--- config.mk ---
export PLATFORM = sky130hd
export DESIGN_NAME = shape_text_field_parser
export DESIGN_NICKNAME = d
export VERILOG_FILES = /design/src/shp_pkg.sv /design/src/shp_core.sv /design/src/shp_rfifo.sv /design/src/shape_text_field_parser.sv
export SDC_FILE = /design/constraint.sdc
export NUM_CORES = 1
export LEC_CHECK = 0
export CAP_MARGIN = 25
export CORE_ASPECT_RATIO = 0.9
export CORE_UTILIZATION = 50
export CTS_CLUSTER_SIZE = 40
export DETAILED_ROUTE_END_ITERATION = 7
export DONT_BUFFER_PORTS = 1
export HOLD_SLACK_MARGIN = 0.06
export SLEW_MARGIN = 10
export SYNTH_ARGS = -nofsm -noshare
export SYNTH_HDL_FRONTEND = slang
export SYNTH_HIERARCHICAL = 1
export SYNTH_SLANG_ARGS = --single-unit
--- constraint.sdc ---
create_clock -name clk -period 24.2 [get_ports clk]
set_clock_uncertainty 0.05 [all_clocks]
set_input_delay 1.21 -clock clk [delete_from_list [all_inputs] [get_ports clk]]
set_output_delay 1.21 -clock clk [all_outputs]
set_load 0.01 [all_outputs]
--- src/shp_pkg.sv ---
`timescale 1ns / 1ps

package shp_pkg;

    // Result kinds
    localparam logic [1:0] KIND_HEADER = 2'd0;
    localparam logic [1:0] KIND_SHAPE  = 2'd1;
    localparam logic [1:0] KIND_POINT  = 2'd2;

    // Character codes
    localparam logic [7:0] CH_TAB   = 8'd9;
    localparam logic [7:0] CH_NL    = 8'd10;
    localparam logic [7:0] CH_CR    = 8'd13;
    localparam logic [7:0] CH_SPACE = 8'h20;
    localparam logic [7:0] CH_PLUS  = 8'h2B;
    localparam logic [7:0] CH_COMMA = 8'h2C;
    localparam logic [7:0] CH_MINUS = 8'h2D;
    localparam logic [7:0] CH_ZERO  = 8'h30;
    localparam logic [7:0] CH_ONE   = 8'h31;
    localparam logic [7:0] CH_NINE  = 8'h39;
    localparam logic [7:0] CH_BAR   = 8'h7C;

    // Result queue depth, address width and fill-count width
    localparam int RQ_DEPTH = 4;
    localparam int RQ_AW    = 2;
    localparam int RQ_CW    = 3;

    typedef struct packed {
        logic [1:0]         kind;
        logic [7:0]         shape_index;
        logic [3:0]         column;
        logic [7:0]         point_index;
        logic [1:0]         coord_index;
        logic signed [15:0] value;
        logic               last;
    } result_t;

    // Results produced by one character: count is 0, 1 or 2
    typedef struct packed {
        logic [1:0] count;
        result_t    res0;
        result_t    res1;
    } push_t;

endpackage

--- src/shp_core.sv ---
`timescale 1ns / 1ps

module shp_core #(
    parameter int FIELD_CHARS = 4,
    parameter int MAX_SHAPES  = 256,
    parameter int MAX_POINTS  = 256
) (
    input  logic            clk,
    input  logic            rst_n,
    input  logic            go,
    input  logic [7:0]      text_byte,
    input  logic            final_byte,
    input  logic            header_mode,
    input  logic [3:0]      line_type_code,
    output shp_pkg::push_t  push
);

    localparam int SHAPE_CAP = ((MAX_SHAPES - 1) > 255) ? 255 : (MAX_SHAPES - 1);
    localparam int POINT_CAP = ((MAX_POINTS - 1) > 255) ? 255 : (MAX_POINTS - 1);
    localparam int FC_W      = $clog2(FIELD_CHARS + 1);
    localparam logic [2:0] COORD_BEYOND = 3'd4;
    localparam logic [2:0] COORD_CY     = 3'd3;

    typedef enum logic [1:0] {
        PH_SKIP,
        PH_SIGN,
        PH_DIGIT,
        PH_STOP
    } num_phase_t;

    typedef struct packed {
        num_phase_t  phase;
        logic        neg;
        logic [15:0] mag;
    } num_t;

    localparam num_t NUM_CLEAR = '{phase: PH_SKIP, neg: 1'b0, mag: 16'd0};

    // Step a strtol-style number parser by one character
    function automatic num_t num_feed(input num_t p, input logic [7:0] c);
        num_t        r;
        logic        digit;
        logic        ws;
        logic        sgn;
        logic [18:0] m;
        r     = p;
        digit = (c >= shp_pkg::CH_ZERO) && (c <= shp_pkg::CH_NINE);
        ws    = (c == shp_pkg::CH_SPACE) || ((c >= shp_pkg::CH_TAB) && (c <= shp_pkg::CH_CR));
        sgn   = (c == shp_pkg::CH_PLUS) || (c == shp_pkg::CH_MINUS);
        m     = {3'b000, p.mag} * 19'd10 + {11'd0, c - shp_pkg::CH_ZERO};
        if (p.phase == PH_SKIP && sgn)
        begin
            r.neg   = (c == shp_pkg::CH_MINUS);
            r.phase = PH_SIGN;
        end
        else if (!(p.phase == PH_SKIP && ws) && p.phase != PH_STOP)
        begin
            if (digit)
            begin
                r.mag   = (m > 19'd32768) ? 16'h8000 : m[15:0];
                r.phase = PH_DIGIT;
            end
            else
            begin
                r.phase = PH_STOP;
            end
        end
        return r;
    endfunction

    // Signed value of a parser, saturated to 16 bits
    function automatic logic signed [15:0] num_value(input num_t p);
        logic signed [15:0] v;
        if (p.neg)
        begin
            v = 16'(16'd0 - p.mag);
        end
        else if (p.mag > 16'd32767)
        begin
            v = 16'sh7FFF;
        end
        else
        begin
            v = p.mag;
        end
        return v;
    endfunction

    function automatic shp_pkg::result_t mk_res(
        input logic [1:0]         kind,
        input logic [7:0]         sidx,
        input logic [3:0]         col,
        input logic [7:0]         pidx,
        input logic [1:0]         cidx,
        input logic signed [15:0] v
    );
        shp_pkg::result_t r;
        r.kind        = kind;
        r.shape_index = sidx;
        r.column      = col;
        r.point_index = pidx;
        r.coord_index = cidx;
        r.value       = v;
        r.last        = 1'b0;
        return r;
    endfunction

    logic                at_start_reg, at_start_next;
    logic                line_acc_reg, line_acc_next;
    logic                hdr_done_reg, hdr_done_next;
    logic                line_hdr_reg, line_hdr_next;
    logic [3:0]          col_reg, col_next;
    logic [7:0]          shape_cnt_reg, shape_cnt_next;
    logic [7:0]          line_idx_reg, line_idx_next;
    logic signed [15:0]  type_reg, type_next;
    num_t                fnum_reg, fnum_next;
    logic [FC_W-1:0]     fch_reg, fch_next;
    num_t                cnum_reg, cnum_next;
    logic [7:0]          pidx_reg, pidx_next;
    logic [2:0]          cidx_reg, cidx_next;

    shp_pkg::result_t    res0, res1, cand;
    logic [1:0]          nres;
    logic                is_pt_line;
    logic signed [15:0]  fval;

    // Work out the next parser state and the results of one character
    always_comb
    begin
        at_start_next  = at_start_reg;
        line_acc_next  = line_acc_reg;
        hdr_done_next  = hdr_done_reg;
        line_hdr_next  = line_hdr_reg;
        col_next       = col_reg;
        shape_cnt_next = shape_cnt_reg;
        line_idx_next  = line_idx_reg;
        type_next      = type_reg;
        fnum_next      = fnum_reg;
        fch_next       = fch_reg;
        cnum_next      = cnum_reg;
        pidx_next      = pidx_reg;
        cidx_next      = cidx_reg;
        res0           = '0;
        res1           = '0;
        cand           = '0;
        nres           = 2'd0;
        is_pt_line     = 1'b0;
        fval           = '0;

        // Take the accept decision at the first character of a line
        if (at_start_reg)
        begin
            at_start_next = 1'b0;
            line_acc_next = (text_byte >= shp_pkg::CH_ONE) && (text_byte <= shp_pkg::CH_NINE);
            if (line_acc_next)
            begin
                line_hdr_next = header_mode && !hdr_done_reg;
                if (line_hdr_next)
                begin
                    hdr_done_next = 1'b1;
                end
                line_idx_next = shape_cnt_reg;
                if (shape_cnt_reg < 8'(SHAPE_CAP))
                begin
                    shape_cnt_next = shape_cnt_reg + 8'd1;
                end
                col_next  = 4'd0;
                type_next = '0;
                fnum_next = NUM_CLEAR;
                fch_next  = '0;
                cnum_next = NUM_CLEAR;
                pidx_next = 8'd0;
                cidx_next = 3'd0;
            end
        end

        is_pt_line = !line_hdr_next && (col_next == 4'd3)
                     && (type_next == $signed({12'd0, line_type_code}));

        if (line_acc_next)
        begin
            if (text_byte == shp_pkg::CH_BAR || text_byte == shp_pkg::CH_NL)
            begin
                // Close the field and any open coordinate
                fval = num_value(fnum_next);
                if (line_hdr_next)
                begin
                    if (col_next <= 4'd1)
                    begin
                        res0 = mk_res(shp_pkg::KIND_HEADER, line_idx_next, col_next,
                                      8'd0, 2'd0, fval);
                        nres = 2'd1;
                    end
                end
                else
                begin
                    if (is_pt_line && cidx_next <= COORD_CY)
                    begin
                        res0 = mk_res(shp_pkg::KIND_POINT, line_idx_next, 4'd3,
                                      pidx_next, cidx_next[1:0], num_value(cnum_next));
                        nres = 2'd1;
                    end
                    cand = mk_res(shp_pkg::KIND_SHAPE, line_idx_next, col_next,
                                  8'd0, 2'd0, fval);
                    if (nres == 2'd0)
                    begin
                        res0 = cand;
                    end
                    else
                    begin
                        res1 = cand;
                    end
                    nres = nres + 2'd1;
                    if (col_next == 4'd0)
                    begin
                        type_next = fval;
                    end
                end
                fnum_next = NUM_CLEAR;
                fch_next  = '0;
                cnum_next = NUM_CLEAR;
                pidx_next = 8'd0;
                cidx_next = 3'd0;
                if (text_byte == shp_pkg::CH_NL)
                begin
                    at_start_next = 1'b1;
                    line_acc_next = 1'b0;
                end
                else if (col_next < 4'd15)
                begin
                    col_next = col_next + 4'd1;
                end
            end
            else
            begin
                // Feed the field parser for its leading characters only
                if (fch_next < FC_W'(FIELD_CHARS))
                begin
                    fnum_next = num_feed(fnum_next, text_byte);
                    fch_next  = fch_next + FC_W'(1);
                end
                // Split column 3 of a shape line into coordinates
                if (!line_hdr_next && col_next == 4'd3)
                begin
                    if (text_byte == shp_pkg::CH_SPACE || text_byte == shp_pkg::CH_COMMA)
                    begin
                        if (is_pt_line && cidx_next <= COORD_CY)
                        begin
                            res0 = mk_res(shp_pkg::KIND_POINT, line_idx_next, 4'd3,
                                          pidx_next, cidx_next[1:0], num_value(cnum_next));
                            nres = 2'd1;
                        end
                        cnum_next = NUM_CLEAR;
                        if (text_byte == shp_pkg::CH_COMMA)
                        begin
                            if (cidx_next < COORD_BEYOND)
                            begin
                                cidx_next = cidx_next + 3'd1;
                            end
                        end
                        else
                        begin
                            cidx_next = 3'd0;
                            if (pidx_next < 8'(POINT_CAP))
                            begin
                                pidx_next = pidx_next + 8'd1;
                            end
                        end
                    end
                    else
                    begin
                        cnum_next = num_feed(cnum_next, text_byte);
                    end
                end
            end
        end
        else if (text_byte == shp_pkg::CH_NL)
        begin
            at_start_next = 1'b1;
        end

        // Mark the final result of this character
        if (nres == 2'd1)
        begin
            res0.last = 1'b1;
        end
        else if (nres == 2'd2)
        begin
            res1.last = 1'b1;
        end

        // Restart all counters after the last character of a text
        if (final_byte)
        begin
            at_start_next  = 1'b1;
            line_acc_next  = 1'b0;
            hdr_done_next  = 1'b0;
            line_hdr_next  = 1'b0;
            col_next       = 4'd0;
            shape_cnt_next = 8'd0;
            line_idx_next  = 8'd0;
            type_next      = '0;
            fnum_next      = NUM_CLEAR;
            fch_next       = '0;
            cnum_next      = NUM_CLEAR;
            pidx_next      = 8'd0;
            cidx_next      = 3'd0;
        end
    end

    assign push.count = go ? nres : 2'd0;
    assign push.res0  = res0;
    assign push.res1  = res1;

    // Advance the parser state on each processed character
    always_ff @(posedge clk or negedge rst_n)
    begin
        if (!rst_n)
        begin
            at_start_reg  <= 1'b1;
            line_acc_reg  <= 1'b0;
            hdr_done_reg  <= 1'b0;
            line_hdr_reg  <= 1'b0;
            col_reg       <= 4'd0;
            shape_cnt_reg <= 8'd0;
            line_idx_reg  <= 8'd0;
            type_reg      <= '0;
            fnum_reg      <= NUM_CLEAR;
            fch_reg       <= '0;
            cnum_reg      <= NUM_CLEAR;
            pidx_reg      <= 8'd0;
            cidx_reg      <= 3'd0;
        end
        else if (go)
        begin
            at_start_reg  <= at_start_next;
            line_acc_reg  <= line_acc_next;
            hdr_done_reg  <= hdr_done_next;
            line_hdr_reg  <= line_hdr_next;
            col_reg       <= col_next;
            shape_cnt_reg <= shape_cnt_next;
            line_idx_reg  <= line_idx_next;
            type_reg      <= type_next;
            fnum_reg      <= fnum_next;
            fch_reg       <= fch_next;
            cnum_reg      <= cnum_next;
            pidx_reg      <= pidx_next;
            cidx_reg      <= cidx_next;
        end
    end

    // Two results only come from a coordinate closed together with its field
    a_pair_order: assert property (@(posedge clk) disable iff (!rst_n)
        (push.count == 2'd2) |-> (push.res0.kind == shp_pkg::KIND_POINT
                                  && push.res1.kind == shp_pkg::KIND_SHAPE))
        else $error("two results not in point then shape order");

    // A pending line start never coexists with an accepted line
    a_start_idle: assert property (@(posedge clk) disable iff (!rst_n)
        at_start_reg |-> !line_acc_reg)
        else $error("line start with line still accepted");

    // Header values come from the first two columns only
    a_hdr_col: assert property (@(posedge clk) disable iff (!rst_n)
        (push.count != 2'd0 && push.res0.kind == shp_pkg::KIND_HEADER)
        |-> (push.res0.column <= 4'd1 && push.count == 2'd1))
        else $error("header value from a later column");

endmodule

--- src/shp_rfifo.sv ---
`timescale 1ns / 1ps

module shp_rfifo (
    input  logic              clk,
    input  logic              rst_n,
    input  shp_pkg::push_t    push,
    input  logic              out_ready,
    output logic              out_valid,
    output shp_pkg::result_t  out_res,
    output logic              room
);

    shp_pkg::result_t             mem [shp_pkg::RQ_DEPTH];
    logic [shp_pkg::RQ_AW-1:0]    wr_ptr_reg, wr_ptr_next;
    logic [shp_pkg::RQ_AW-1:0]    rd_ptr_reg, rd_ptr_next;
    logic [shp_pkg::RQ_CW-1:0]    count_reg, count_next;
    logic                         pop;
    logic [shp_pkg::RQ_AW-1:0]    wr_ptr_b;

    assign out_valid = (count_reg != '0);
    assign out_res   = mem[rd_ptr_reg];
    assign pop       = out_valid && out_ready;
    // Leave room for the two results one character may bring
    assign room      = (count_reg <= shp_pkg::RQ_CW'(shp_pkg::RQ_DEPTH - 2));
    assign wr_ptr_b  = wr_ptr_reg + shp_pkg::RQ_AW'(1);

    // Work out pointers and fill level after this cycle's pushes and pop
    always_comb
    begin
        wr_ptr_next = wr_ptr_reg + shp_pkg::RQ_AW'(push.count);
        rd_ptr_next = rd_ptr_reg + shp_pkg::RQ_AW'(pop);
        count_next  = count_reg + shp_pkg::RQ_CW'(push.count) - shp_pkg::RQ_CW'(pop);
    end

    // Store the results of one character
    always_ff @(posedge clk)
    begin
        if (push.count != 2'd0)
        begin
            mem[wr_ptr_reg] <= push.res0;
        end
        if (push.count == 2'd2)
        begin
            mem[wr_ptr_b] <= push.res1;
        end
    end

    // Advance pointers and fill level
    always_ff @(posedge clk or negedge rst_n)
    begin
        if (!rst_n)
        begin
            wr_ptr_reg <= '0;
            rd_ptr_reg <= '0;
            count_reg  <= '0;
        end
        else
        begin
            wr_ptr_reg <= wr_ptr_next;
            rd_ptr_reg <= rd_ptr_next;
            count_reg  <= count_next;
        end
    end

    a_no_overfill: assert property (@(posedge clk) disable iff (!rst_n)
        count_reg <= shp_pkg::RQ_CW'(shp_pkg::RQ_DEPTH))
        else $error("result queue overfilled");

    a_push_room: assert property (@(posedge clk) disable iff (!rst_n)
        (push.count != 2'd0) |-> room)
        else $error("results pushed without room");

    a_ptr_gap: assert property (@(posedge clk) disable iff (!rst_n)
        (count_reg != shp_pkg::RQ_CW'(shp_pkg::RQ_DEPTH))
        |-> (shp_pkg::RQ_AW'(wr_ptr_reg - rd_ptr_reg) == count_reg[shp_pkg::RQ_AW-1:0]))
        else $error("pointers disagree with fill level");

endmodule

--- src/shape_text_field_parser.sv ---
`timescale 1ns / 1ps

// Shape text field parser: reads shape text one character per transaction and
// emits header values, shape fields and point coordinates.
// Input channel: in_valid/in_ready with text_byte and final_byte. A character
// sits in an input register and is parsed once the result queue has room for
// two results; its results are written to a four-entry result queue.
// Output channel: out_valid/out_ready with kind, shape_index, column,
// point_index, coord_index, value and last; last marks the final result of a
// character. A character giving no result gives no transaction.
// Flow: an accepted character waits in the input register until the queue
// has room; its results leave one per cycle while out_ready is high.
// Throughput: one character per cycle while the queue has room; a character
// with two results gives two output transactions, and the queue depth
// sets how long input continues while the receiver stalls.
// Stall: with out_ready low the queue fills, the input register holds and
// in_ready drops; nothing is lost.
// Configuration: cfg_we with cfg_index 0 (header_mode) or 1 (line_type_code)
// and cfg_data, written while idle. Reset gives header_mode 1,
// line_type_code 1, an empty queue and the parser at the start of a line.

module shape_text_field_parser #(
    parameter int FIELD_CHARS = 4,
    parameter int MAX_SHAPES  = 256,
    parameter int MAX_POINTS  = 256
) (
    input  logic               clk,
    input  logic               rst_n,
    input  logic               in_valid,
    output logic               in_ready,
    input  logic [7:0]         text_byte,
    input  logic               final_byte,
    output logic               out_valid,
    input  logic               out_ready,
    output logic [1:0]         kind,
    output logic [7:0]         shape_index,
    output logic [3:0]         column,
    output logic [7:0]         point_index,
    output logic [1:0]         coord_index,
    output logic signed [15:0] value,
    output logic               last,
    input  logic               cfg_we,
    input  logic               cfg_index,
    input  logic [3:0]         cfg_data
);

    localparam logic CFG_HEADER_MODE = 1'b0;
    localparam logic CFG_LINE_TYPE   = 1'b1;

    logic             hdr_mode_reg;
    logic [3:0]       line_type_reg;
    logic             hold_valid_reg, hold_valid_next;
    logic [7:0]       byte_reg;
    logic             fin_reg;
    logic             go;
    logic             room;
    shp_pkg::push_t   push;
    shp_pkg::result_t out_res;

    // Configuration registers
    always_ff @(posedge clk or negedge rst_n)
    begin
        if (!rst_n) begin
            hdr_mode_reg  <= 1'b1;
            line_type_reg <= 4'd1;
        end
        else if (cfg_we) begin
            case (cfg_index)
                CFG_HEADER_MODE: hdr_mode_reg  <= cfg_data[0];
                CFG_LINE_TYPE:   line_type_reg <= cfg_data;
                default:         hdr_mode_reg  <= hdr_mode_reg;
            endcase
        end
    end

    // Hold one character until the queue can take its results
    assign go       = hold_valid_reg && room;
    assign in_ready = !hold_valid_reg || go;

    always_comb
    begin
        hold_valid_next = hold_valid_reg;
        if (in_valid && in_ready) begin
            hold_valid_next = 1'b1;
        end
        else if (go) begin
            hold_valid_next = 1'b0;
        end
    end

    always_ff @(posedge clk or negedge rst_n)
    begin
        if (!rst_n) begin
            hold_valid_reg <= 1'b0;
        end
        else begin
            hold_valid_reg <= hold_valid_next;
        end
    end

    always_ff @(posedge clk)
    begin
        if (in_valid && in_ready) begin
            byte_reg <= text_byte;
            fin_reg  <= final_byte;
        end
    end

    shp_core #(
        .FIELD_CHARS (FIELD_CHARS),
        .MAX_SHAPES  (MAX_SHAPES),
        .MAX_POINTS  (MAX_POINTS)
    ) u_core (
        .clk            (clk),
        .rst_n          (rst_n),
        .go             (go),
        .text_byte      (byte_reg),
        .final_byte     (fin_reg),
        .header_mode    (hdr_mode_reg),
        .line_type_code (line_type_reg),
        .push           (push)
    );

    shp_rfifo u_rfifo (
        .clk       (clk),
        .rst_n     (rst_n),
        .push      (push),
        .out_ready (out_ready),
        .out_valid (out_valid),
        .out_res   (out_res),
        .room      (room)
    );

    assign kind        = out_res.kind;
    assign shape_index = out_res.shape_index;
    assign column      = out_res.column;
    assign point_index = out_res.point_index;
    assign coord_index = out_res.coord_index;
    assign value       = out_res.value;
    assign last        = out_res.last;

endmodule
* After elaboration in Yosys (flattened, before gate mapping)
Memory sizes are Yosys's and may differ from the RTL's. Index checks and enable logic that the tools add are counted.
Storage, ports and cells: register bits 114, memory bits (writable) 164, input port bits 19, output and inout port bits 43, word-level logic and storage cells 241, memories 1
Memories:
- u_rfifo.mem | words 4, bits a word 41, rd ports 1, clocked after Yosys merged registers in 0, write ports 2, line shp_rfifo.sv:13 | shp_pkg::result_t mem [shp_pkg::RQ_DEPTH];
Operators by class: $add $sub $neg 16, multipliers 2, magnitude comparators 17, equality and inequality tests 13, mux-type cells 125, bitwise operators 1, reductions and logical operators 41
Operators by type and width (count):
- 2-to-1 mux 41 bit | 10
- 2-to-1 mux 16 bit | 19
- 2-to-1 mux 19 bit | 13
- 2-to-1 mux 8 bit | 16
- 2-to-1 mux 3 bit | 15
- 2-to-1 mux 40 bit | 1
- 2-to-1 mux 39 bit | 1
- adder 19 x 8 -> 19 bit | 2
- > comparator 19 x 16 -> 1 bit, second input constant | 2
- multiplier 16 x 3 -> 18 bit, second input constant | 2
- == test 8 x 6 -> 1 bit, second input constant | 4
- > comparator 16 x 15 -> 1 bit, second input constant | 2
- subtractor 1 x 16 -> 16 bit, first input constant | 2
- 2-to-1 mux 1 bit | 31
- 2-to-1 mux 4 bit | 7
- 2-to-1 mux 2 bit | 12
- adder 8 x 1 -> 8 bit, second input constant | 2
- == test 16 x 5 -> 1 bit | 1
- >= comparator 8 x 6 -> 1 bit, second input constant | 2
- logical AND 1 bit | 16
- < comparator 8 bit, second input constant | 2
- nonzero test 2 bit | 6
- == test 8 x 4 -> 1 bit, second input constant | 1
- == test 8 x 7 -> 1 bit, second input constant | 1
- other kinds (27) | 45

* Depth between registers and ports, before layout
depth after elaboration 20, mapped depth 27, depth with buffers taken out 22

* Cells and area by module
The synthesis kept the hierarchy.
Modules (own cells, without submodules):
- shp_core | times used 1, cells an instance 1411, area each 10362.4 um2, seq. area each 2303.5 um2
- shp_rfifo | times used 1, cells an instance 439, area each 8718.4 um2, seq. area each 5099.9 um2
- shape_text_field_parser | times used 1, cells an instance 26, area each 531.8 um2, seq. area each 422.9 um2

* Worst setup path before layout
OpenSTA, ideal clock, no wires.
path type register to register, from reg byte_reg[2], to mem u_rfifo/mem[0][0] (netlist bit) (enable), setup time 0.496 ns, arrival 7.360 ns, required time 23.654 ns, slack 16.293 ns, cell stages (with the launch flop) 21, buffers on the path 6, path through edfxtp_1 > buf_2 > or4_1 > nand4_1 > clkbuf_1 > clkbuf_1 > clkbuf_1 > clkbuf_1 > nand2_1 > inv_1 > ha_1 > o21ai_0 > a21oi_1 > and3_1 > clkbuf_1 > a21o_1 > nand2_1 > a21oi_1 > and2_1 > o21bai_1 > o21ai_0
RTL lines:
- start: declaration | line shape_text_field_parser.sv:53 | logic [7:0] byte_reg;
- start signal: assignment | line shape_text_field_parser.sv:104 | byte_reg <= text_byte;
- end: declaration | line shp_rfifo.sv:13

* Worst setup path in the final report
from reg byte_reg[2], to reg u_core/fnum_reg[2] (netlist bit)
On the way: cells in the longest elaborated chain, start to end 15
Ends and longest elaborated chain:
- >= comparator 8 x 6 -> 1 bit or <= comparator 8 x 6 -> 1 bit (tied branches) | line shp_core.sv:154, shp_core.sv:47
- logical AND 1 bit | line shp_core.sv:154 | line_acc_next = (text_byte >= shp_pkg::CH_ONE) && (text_byte <= shp_pkg::CH_NINE);
- 2-to-1 mux 19 bit | line shp_core.sv:155 | if (line_acc_next)
- 2-to-1 mux 19 bit | line shp_core.sv:151 | if (at_start_reg)
- multiplier 16 x 3 -> 18 bit | line shp_core.sv:50 | m = {3'b000, p.mag} * 19'd10 + {11'd0, c - shp_pkg::CH_ZERO};
- adder 19 x 8 -> 19 bit | line shp_core.sv:50
- > comparator 19 x 16 -> 1 bit | line shp_core.sv:60 | r.mag = (m > 19'd32768) ? 16'h8000 : m[15:0];
- 2-to-1 mux 16 bit | line shp_core.sv:60
- 2-to-1 mux 16 bit | line shp_core.sv:58 | if (digit)
- 2-to-1 mux 16 bit | line shp_core.sv:56 | else if (!(p.phase == PH_SKIP && ws) && p.phase != PH_STOP)
- 2-to-1 mux 16 bit | line shp_core.sv:51 | if (p.phase == PH_SKIP && sgn)
- 2-to-1 mux 19 bit | line shp_core.sv:237 | if (fch_next < FC_W'(FIELD_CHARS))
- 2-to-1 mux 19 bit | line shp_core.sv:182 | if (text_byte == shp_pkg::CH_BAR || text_byte == shp_pkg::CH_NL)
- 2-to-1 mux 19 bit (*) | line shp_core.sv:180 | if (line_acc_next)
- 2-to-1 mux 19 bit (*) | line shp_core.sv:293 | if (final_byte)
- end signal: assignment | line shp_core.sv:344 | fnum_reg <= fnum_next;
- end: declaration | line shp_core.sv:116 | num_t fnum_reg, fnum_next;
Mark *: on every way between the ends. The rest lies on a longest branch, timed or not. A chain may end at the register's enable or synchronous reset.

==> impl_results.md <==
- Filler cells: between 3000 and 4000
- FF-to-FF path depth: 22
- Comb power frac: 22.9%
- Worst-margin pin slew: ~980 ps
- Setup TNS: 0 ps
- Dominant cells by area after synthesis: edfxtp_1, dfrtp_1, mux2_4, ha_1, mux4_2
- Critical Path RT: ~25000 ps
- Clock share of power: about a third
- Power Internal: between 0.8 and 0.9 mW
- CTS H-Tree Depth: 1
- Synth cell count leaders: nor2_1, edfxtp_1, nand2_1, a21oi_1, dfrtp_1
- Sequential Power Share: 41.8%
- EDFF count, synth: 173
- Switching Fraction: about a third
- GPL Wtd Cong: slightly below 0.9
- Postcts setup bufs: 0
- Post-layout min period: approximately 7000 ps
- Core area: between 30000 and 40000 sq um
- Met1 usage: 40.0%
- NetSw: 0.410 mW
- Slew margin rel.: 34.0%
- HPWL Detailed: between 30 and 40 mm
- GR Overflow Total: 0
- Wire length per cell: 22.2 microns
- Clock Latency Late Sink: between 500 and 600 ps
- Layer with the highest usage: met2
- Largest area contributor in the netlist: edfxtp_1
- Cells after synthesis: 1876
- CTS Buffer Depth: 3
- TritonCTS clock tree: yes
- Max stage delay on crit path: around 820 ps
- Class of the most critical setup path: register to register
- Drt initial violations: 1424
- Area occupied by multi-input gates: 11000 sq um
- Pwr/cell area: between 60 and 70 nW/um^2
- Hold buffer count at CTS: 0
- I/O pins: 62
- Initial Util: 50.9%
- Vias in the first global route: between 10000 and 15000
- Seq/Total Area, Yosys: 39.9%
- # setup viols final: 0
- Crit. End Element: register
- Clk sink count: around 280
- Post-synth top area share: approximately a quarter
- Worst path cell trace: or4_1 > nand4_1 > buf_4 > nand2_1 > inv_1 > ha_1 > ha_1 > inv_1 > fa_1 > inv_1 > ha_1 > o21a_1 > o31a_1 > o31a_1 > nor2_1 > nor3_1 > nand3_1 > mux2_2 > o31a_1 > nor4_2 > nor3b_1 > o22a_1
- Share of cells above drive strength 1: about 17%
- # Max-Cap Violations: 0
- Syn avg cell area: approximately 10 sq um
- Worst setup endpoint: u_core/fnum_reg[2]$_DFFE_PN0P_
- Synthesized area: around 20000 sq um
- Final WL: approximately 53 mm
- Ant diodes: 0
- Root buf cell: clkbuf_16
- Worst flop-to-flop path endpoint: u_core/fnum_reg[2]$_DFFE_PN0P_
- Fin. max-slew vios: 0
- Vias per inst: approximately 6.3
- First-pass GRT wire length: approximately 83 mm
- Worst vdd ir: approximately 0.000063 V
- Max FFs per register: approximately 160
- Yosys warning count: 6
- Fin crit share: approximately 29%
- Initial antenna violation count: 0
- Area grow syn2layout: 6.74%
- Clk pin slew, worst setup/hold paths: roughly 60 ps
- Ys async rst share: 37.8%
- Ys flop type: edfxtp_1
- Die Area: approximately 40000 sq um
- Arrival @ worst endpoint: roughly 7400 ps
- Finished Core Util: a little over half
- # port buffers: 0
- Top-count cell post-synth: nor2_1
- # rows: slightly below 70
- Register area: a little under 8000 sq um
- Worst R2R Start: byte_reg[2]$_DFFE_PP_
- DRC viols: 0
- DRT antenna net count: 0
- Fmax: ~140 MHz
- Tot GR Track Use: 26.3%
- Cell area after layout: 20900 sq um
- Status: complete, no violations
- 1st-pass router iterations: 6
- Pin count of the biggest net entering global routing: ~110
- Leak pwr: ~8.4 nW
- Worst hold path type: primary input to asynchronous set/reset pin
- Final net count: roughly 1900
- Netlist cell types: 91
- GRT met3 Usage: approximately 3.2%
- R2r setup slk: between 15000 and 20000 ps
- RSZ-0062 raised after global routing: no
- Met2 usage: just over 40%
- Setup crit start: byte_reg[2]$_DFFE_PP_
- TritonCTS buffer count: 30
- CP max stage cell: nor4_2
- Final hold vios: 0
- Power, Total: 1.29 mW
- Seq cells post-synth: between 200 and 300
- Resized cells post-CTS: 0
- Vias: ~15000
- Die X: 211 microns
- Dpl cell area: 19900 sq um
- Startpoint types: register
- Die span in y: 190 microns
- CP max FO: 88
==> worst min-delay path by stage <==
stage                     slack, ps                                  to  depth (start not counted)
after floorplan                 390      u_core/type_reg[9]$_DFFE_PN0P_                          2
after global placement          410      u_core/type_reg[6]$_DFFE_PN0P_                          2
after detailed placement        410       u_core/fch_reg[0]$_DFFE_PN0P_                          2
after CTS                       260      u_core/cidx_reg[1]$_DFFE_PN0P_                          0
after global routing            260  u_core/line_idx_reg[0]$_DFFE_PN0P_                          0
final                           280  u_core/line_idx_reg[0]$_DFFE_PN0P_                          0
==> kinds of logic (layout without fill, tap and decap cells) <==
logic type,Yosys count,in the layout,synth area share (%)
DFF,278,278,39.9
muxes,222,222,16.8
xor gates and xnor gates,57,57,2.55
other,1,13,0.0191
adders and majority gates,86,86,5.65
buffers and inverters,185,147,4.50
and+or+nand+nor,584,584,14.7
AOI/OAI and AO/OA,463,463,15.8
==> per-stage QoR <==
stage	setup WS, ps	std cells	hold WS (ps)
floorplan	16290	1888	391
global placement	17470	2317	406
detailed placement	17310	2318	413
CTS	17270	2374	257
global route	16710	2375	262
finish	17240	2375	283
==> power groups by stage <==
stage	clock network [mW]	logic (mW)	registers [mW]
after floorplan	0	0.225	0.538
after global placement	0	0.292	0.549
after detailed placement	0	0.296	0.550
after CTS	0.463	0.297	0.540
after global routing	0.484	0.320	0.543
final	0.456	0.296	0.541
==> worst max-delay path, delay by kind of cell (launching register included) <==
| family | cells | cell delay [ps] |
|---|---|---|
| mux | 1 | 300 |
| flops | 1 | 560 |
| fa+ha+maj | 4 | 1190 |
| buf+inv | 4 | 1000 |
| simple gates | 8 | 2790 |
| compound gates | 5 | 980 |
==> layout make-up <==
class,instances,area share (%)
clock inverter,13,0.675
sequential,278,37.4
timing repair buffer,22,0.885
tap,525,3.14
inverter,69,1.24
clock buffer,43,4.01
multi-input combinational,1425,52.7
==> per-layer routing <==
layer	share of wire, %	vias up
met1	48	7306
met5	0	-
met2	44	567
met3	6.7	63
met4	1.9	0
li1	-	6939
==> placed cells by master (no fill, tap or decap), types with 9 or more instances in the layout <==
cell type,n
a31oi_1,32
mux2_2,77
clkbuf_16,30
inv_1,68
o21a_1,15
nand3_1,38
mux4_2,41
o22a_1,11
buf_4,21
nor2b_1,24
or3_1,20
dfrtp_1,100
o211ai_1,9
or2_2,10
a21oi_1,111
clkbuf_1,9
and2_1,46
xor2_1,16
nor2_1,173
xnor2_1,41
mux2_4,93
o21ai_0,97
nand2_1,133
mux2i_1,10
nand2b_1,17
nor3_1,43
ha_1,79
conb_1,13
nor4_1,15
a21o_1,15
edfxtp_1,173
a211oi_1,22
a22o_1,27
and3_1,21
Power figures use the tool's default switching activity.
